[src/hdl/cfpc_pkg.sv]
// shared types and codes of the contact force pair cache
package cfpc_pkg;

   localparam logic [1:0] CMD_INSERT = 2'd0;
   localparam logic [1:0] CMD_LOOKUP = 2'd1;
   localparam logic [1:0] CMD_CLEAR  = 2'd2;
   localparam logic [1:0] CMD_NONE   = 2'd3;

   localparam logic [1:0] KIND_BODY_PAIR   = 2'd0;
   localparam logic [1:0] KIND_KINEMATIC   = 2'd1;
   localparam logic [1:0] KIND_PLANE_BODY  = 2'd2;
   localparam logic [1:0] KIND_UNSUPPORTED = 2'd3;

   localparam logic [2:0] STATUS_OK    = 3'd0;
   localparam logic [2:0] STATUS_DUP   = 3'd1;
   localparam logic [2:0] STATUS_ORDER = 3'd2;
   localparam logic [2:0] STATUS_FULL  = 3'd3;
   localparam logic [2:0] STATUS_KIND  = 3'd4;

   typedef struct packed {
      logic [1:0]  cmd;
      logic [1:0]  kind;
      logic [15:0] index_a;
      logic [15:0] index_b;
      logic [63:0] force_word_0;
      logic [63:0] force_word_1;
   } req_word_type;

   typedef struct packed {
      logic        found;
      logic [63:0] out_force_0;
      logic [63:0] out_force_1;
      logic        all_empty;
      logic [2:0]  status;
   } rsp_word_type;

   typedef enum logic [2:0] {
      ST_IDLE,
      ST_START,
      ST_READ,
      ST_CMP,
      ST_RESP
   } state_type;

   typedef enum logic [1:0] {
      FIN_NONE,
      FIN_PRE,
      FIN_HIT,
      FIN_MISS
   } fin_type;

   typedef struct packed {
      logic    load;
      logic    clear;
      logic    scan_start;
      logic    rd_issue;
      logic    idx_inc;
      fin_type fin;
   } ctrl_cmd_type;

   typedef struct packed {
      logic keyed;
      logic is_clear;
      logic cnt_zero;
      logic last;
      logic hit;
   } dp_status_type;

endpackage

[src/hdl/cfpc_ctrl.sv]
// sequencer for decode, table scan, store and response
module cfpc_ctrl (
   input  logic                    clock,
   input  logic                    reset,
   input  logic                    req_valid,
   output logic                    req_ready,
   output logic                    rsp_valid,
   input  logic                    rsp_ready,
   input  cfpc_pkg::dp_status_type stat,
   output cfpc_pkg::ctrl_cmd_type  ctrl
);

   cfpc_pkg::state_type state_ff, state_in;

   always_ff @(posedge clock) begin
      if (reset) begin
         state_ff <= cfpc_pkg::ST_IDLE;
      end else begin
         state_ff <= state_in;
      end
   end

   always_comb begin
      state_in = state_ff;
      unique case (state_ff)
         cfpc_pkg::ST_IDLE: begin
            if (req_valid) state_in = cfpc_pkg::ST_START;
         end
         cfpc_pkg::ST_START: begin
            if (!stat.keyed || stat.cnt_zero) state_in = cfpc_pkg::ST_RESP;
            else state_in = cfpc_pkg::ST_READ;
         end
         cfpc_pkg::ST_READ: state_in = cfpc_pkg::ST_CMP;
         cfpc_pkg::ST_CMP: begin
            if (stat.hit || stat.last) state_in = cfpc_pkg::ST_RESP;
            else state_in = cfpc_pkg::ST_READ;
         end
         cfpc_pkg::ST_RESP: begin
            if (rsp_ready) state_in = cfpc_pkg::ST_IDLE;
         end
         default: state_in = cfpc_pkg::ST_IDLE;
      endcase
   end

   always_comb begin
      ctrl = '0;
      ctrl.fin = cfpc_pkg::FIN_NONE;
      req_ready = 1'b0;
      rsp_valid = 1'b0;
      unique case (state_ff)
         cfpc_pkg::ST_IDLE: begin
            req_ready = 1'b1;
            ctrl.load = req_valid;
         end
         cfpc_pkg::ST_START: begin
            if (!stat.keyed) begin
               ctrl.fin   = cfpc_pkg::FIN_PRE;
               ctrl.clear = stat.is_clear;
            end else if (stat.cnt_zero) begin
               ctrl.fin = cfpc_pkg::FIN_MISS;
            end else begin
               ctrl.scan_start = 1'b1;
            end
         end
         cfpc_pkg::ST_READ: ctrl.rd_issue = 1'b1;
         cfpc_pkg::ST_CMP: begin
            if (stat.hit) ctrl.fin = cfpc_pkg::FIN_HIT;
            else if (stat.last) ctrl.fin = cfpc_pkg::FIN_MISS;
            else ctrl.idx_inc = 1'b1;
         end
         cfpc_pkg::ST_RESP: rsp_valid = 1'b1;
         default: ;
      endcase
   end

endmodule

[config.mk]
export PLATFORM = sky130hd
export DESIGN_NAME = cfpc_ctrl
export DESIGN_NICKNAME = d
export VERILOG_FILES = /design/src/hdl/cfpc_pkg.sv /design/src/hdl/cfpc_ctrl.sv
export SDC_FILE = /design/constraint.sdc
export NUM_CORES = 1
export LEC_CHECK = 0
export ABC_AREA = 1
export BUFFER_PORTS_ARGS = -buffer_cell sky130_fd_sc_hd__buf_2
export CAP_MARGIN = 20
export CORE_AREA = 2 2 39 41
export CTS_CLUSTER_SIZE = 12
export DETAILED_ROUTE_END_ITERATION = 7
export DIE_AREA = 0 0 41 43
export PLACE_DENSITY = 0.47
export SKIP_CTS_REPAIR_TIMING = 1
export SLEW_MARGIN = 20
export SYNTH_ARGS = -nofsm -noshare
export SYNTH_HDL_FRONTEND = slang
export SYNTH_SLANG_ARGS = --single-unit
export TNS_END_PERCENT = 100
[constraint.sdc]
create_clock -name clock -period 1.1 [get_ports clock]
set_input_delay 0.055 -clock clock [delete_from_list [all_inputs] [get_ports clock]]
set_output_delay 0.055 -clock clock [all_outputs]
set_load 0.01 [all_outputs]
==> out/qor.yml <==
status:
  status: "finished with violations"
  violations: "setup timing"
clock_tree:
  clockBufferDepth: 2
  htree_levels: 1
  cts_tree: "done"
  clockRootBuffer: "clkbuf_4"
  path_clk_slew_ns: 0.04
  clk_latency_ns: 0.23
  clkSinkCount: 3
  numCtsBuffers: 3
sta:
  setup_viol: 6
  max_slew_margin_pct: 88.2
  finClkSkew_ns: 0.00122
  fin_crit_sh_pct: 107
  tightest_slew_ns: 0.177
  holdWs_ns: 0.0101
  fin_ws_ns: -0.0769
  period_needed_ns: 1.18
  fmax_mhz: 850
  hold_violations: 0
  slew_viol_final: 0
  grt_setup_unrepaired: "yes"
die:
  die_y_microns: 43
  coreArea_sq_um: 1380
  rows: 14
  start_util_pct: 18.3
  ios: 18
  die_x_microns: 41
  dieArea_sq_um: 1760
finish:
  top_regs: "state_ff: 3 flops"
  largest_register_ff_count: 3
  drive_gt1_share_pct: 52.2
  n_antenna_cell: 0
  n_fill_cell: 165
  finish.utilization_pct: 31.8
  final_nets: 77
  multiInputGateArea_sq_um: 175
  syn_to_final_growth_pct: 74.3
  ff_latch_area_sq_um: 68.8
  regMostFlops: "state_ff"
  layoutNonFillerInstCount: 83
setup_path:
  path_max_fanout: 4
  end_kind: "output port"
  critPathRequiredTime_ns: 1.04
  timing.setup.critical_path_class: "register to output port"
  crit_arrival_ns: 1.12
  crit_path_start_kind: "register"
power_and_ir_drop:
  power_leakage_nw: 0.258
  p_int_mw: 0.306
  power_density_nw_per_um2: 999
  vdd_ir_drop_max_mv: 0.377
  power_mw: 0.440
  p_sw_mw: 0.134
  clockPowerShare_pct: 44.0
  pwr-share-seq_pct: 29.0
  p_comb_share_pct: 27.1
  p_sw_share_pct: 30.4
synth:
  yosys.area.top_type: "dfxtp_1"
  syn_nets: 53
  synth_ff_type: "dfxtp_1"
  synth_top_area_share_pct: 23.8
  ys_types: 13
  yosysWarnings: 0
  yosys-top-cells-count: "nand2_1 (11), inv_1 (10), nor2_1 (7)"
  synth.most_common_cell: "nand2_1"
  synthesis.area_sq_um: 253
  synth_seq_cells: 3
  seq_area_frac_synth_pct: 23.8
  synth_area_leaders: "dfxtp_1 (24%), nand2_1 (16%), inv_1 (15%)"
  avgSynthCellArea_sq_um: 5.74
  synth_edf_count: 0
  async_flop_share_pct: 0
  synth_cells: 44
detailed_routing:
  drt_iter0_markers: 1
  drt_wl_total_microns: 663
  routedWlPerCell_microns: 7.99
  dr.pass1.iters: 2
  drtAntennaViolNets: 0
  vias: 325
  viasPerCell: 3.92
  drc_errors: 0
placed_design:
  dp_slack_ns: 0.133
  dp.cells: 77
  place_hpwl_microns: 511
  port_buffers: 17
  gp_routability_congestion: 0.740
global_route:
  grt_pass1_vias: 256
  grt_overflow: 0
  grt_max_degree: 7
  grt_pass1_wl_microns: 876
  antenna_found_initial: 0
  grtUsageTotal_pct: 8.33
hold_path:
  hp-class: "input pin to register"
job:
  maxCapViolations: 0
-- metal layers --
layer  global-route usage, %  routed length [microns]
met5                       0                        0
met4                    8.00                        0
met3                    4.71                       52
met2                    12.8                      366
met1                    6.75                      244
-- area by class of cell --
class                           count  area share (%)
Tap cell                           16            4.55
Sequential cell                     3            15.6
Clock buffer                        4            5.97
Inverter                           11            9.94
Multi-Input combinational cell     30            39.8
Timing Repair Buffer               19            24.1
-- layout by cell type (no fill, tap or decap), types with 2 or more instances in the layout --
cell type  count
nand2_1        9
nand2_2        2
dfxtp_4        2
nor2_1         7
nor2_4         3
nand3_1        3
buf_4          2
inv_1         10
buf_2         16
clkbuf_4       3
-- power by group through the flow --
stage	Sequential, mW	Combinational [mW]	Clock, mW
after floorplan	0.125	0.0615	0
after global placement	0.127	0.104	0
after detailed placement	0.126	0.104	0
after CTS	0.125	0.104	0.203
after global routing	0.129	0.134	0.219
final	0.128	0.119	0.193
-- worst max-delay path: stages (launching register included) --
cell and delay [ns]:
dfxtp_4 0.36, inv_4 0.04, nor2_4 0.12, nand2_4 0.08, nor3b_2 0.14, buf_2 0.14
-- worst paths after layout --
| path | from | endpoint | slack [ns] | depth (start not counted) |
|---|---|---|---|---|
| worst max register to register | state_ff[1]$_SDFFE_PP0P_ | state_ff[1]$_SDFFE_PP0P_ | 0.09 | 6 |
| worst min register to register | state_ff[1]$_SDFFE_PP0P_ | state_ff[0]$_SDFFE_PP0P_ | 0.58 | 2 |
| worst min-delay path | reset | state_ff[1]$_SDFFE_PP0P_ | 0.01 | 2 |
| worst max-delay path | state_ff[0]$_SDFFE_PP0P_ | ctrl[5] | -0.08 | 5 |
-- per-stage QoR --
step / setup TNS [ns] / area, sq um
finish: -0.202 / 440
global route: -0.695 / 440
CTS: -0.458 / 384
detailed placement: 0 / 358
global placement: 0 / 358
floorplan: 0 / 253
-- cell families after synthesis --
kind of cell | Yosys count | share of synthesized area, %
AOI/OAI and AO/OA | 2 | 4.95
buffers and inverters | 11 | 16.3
DFF | 3 | 23.8
and+or+nand+nor | 28 | 55.0
Note: power is estimated with default switching activity, not from simulation.
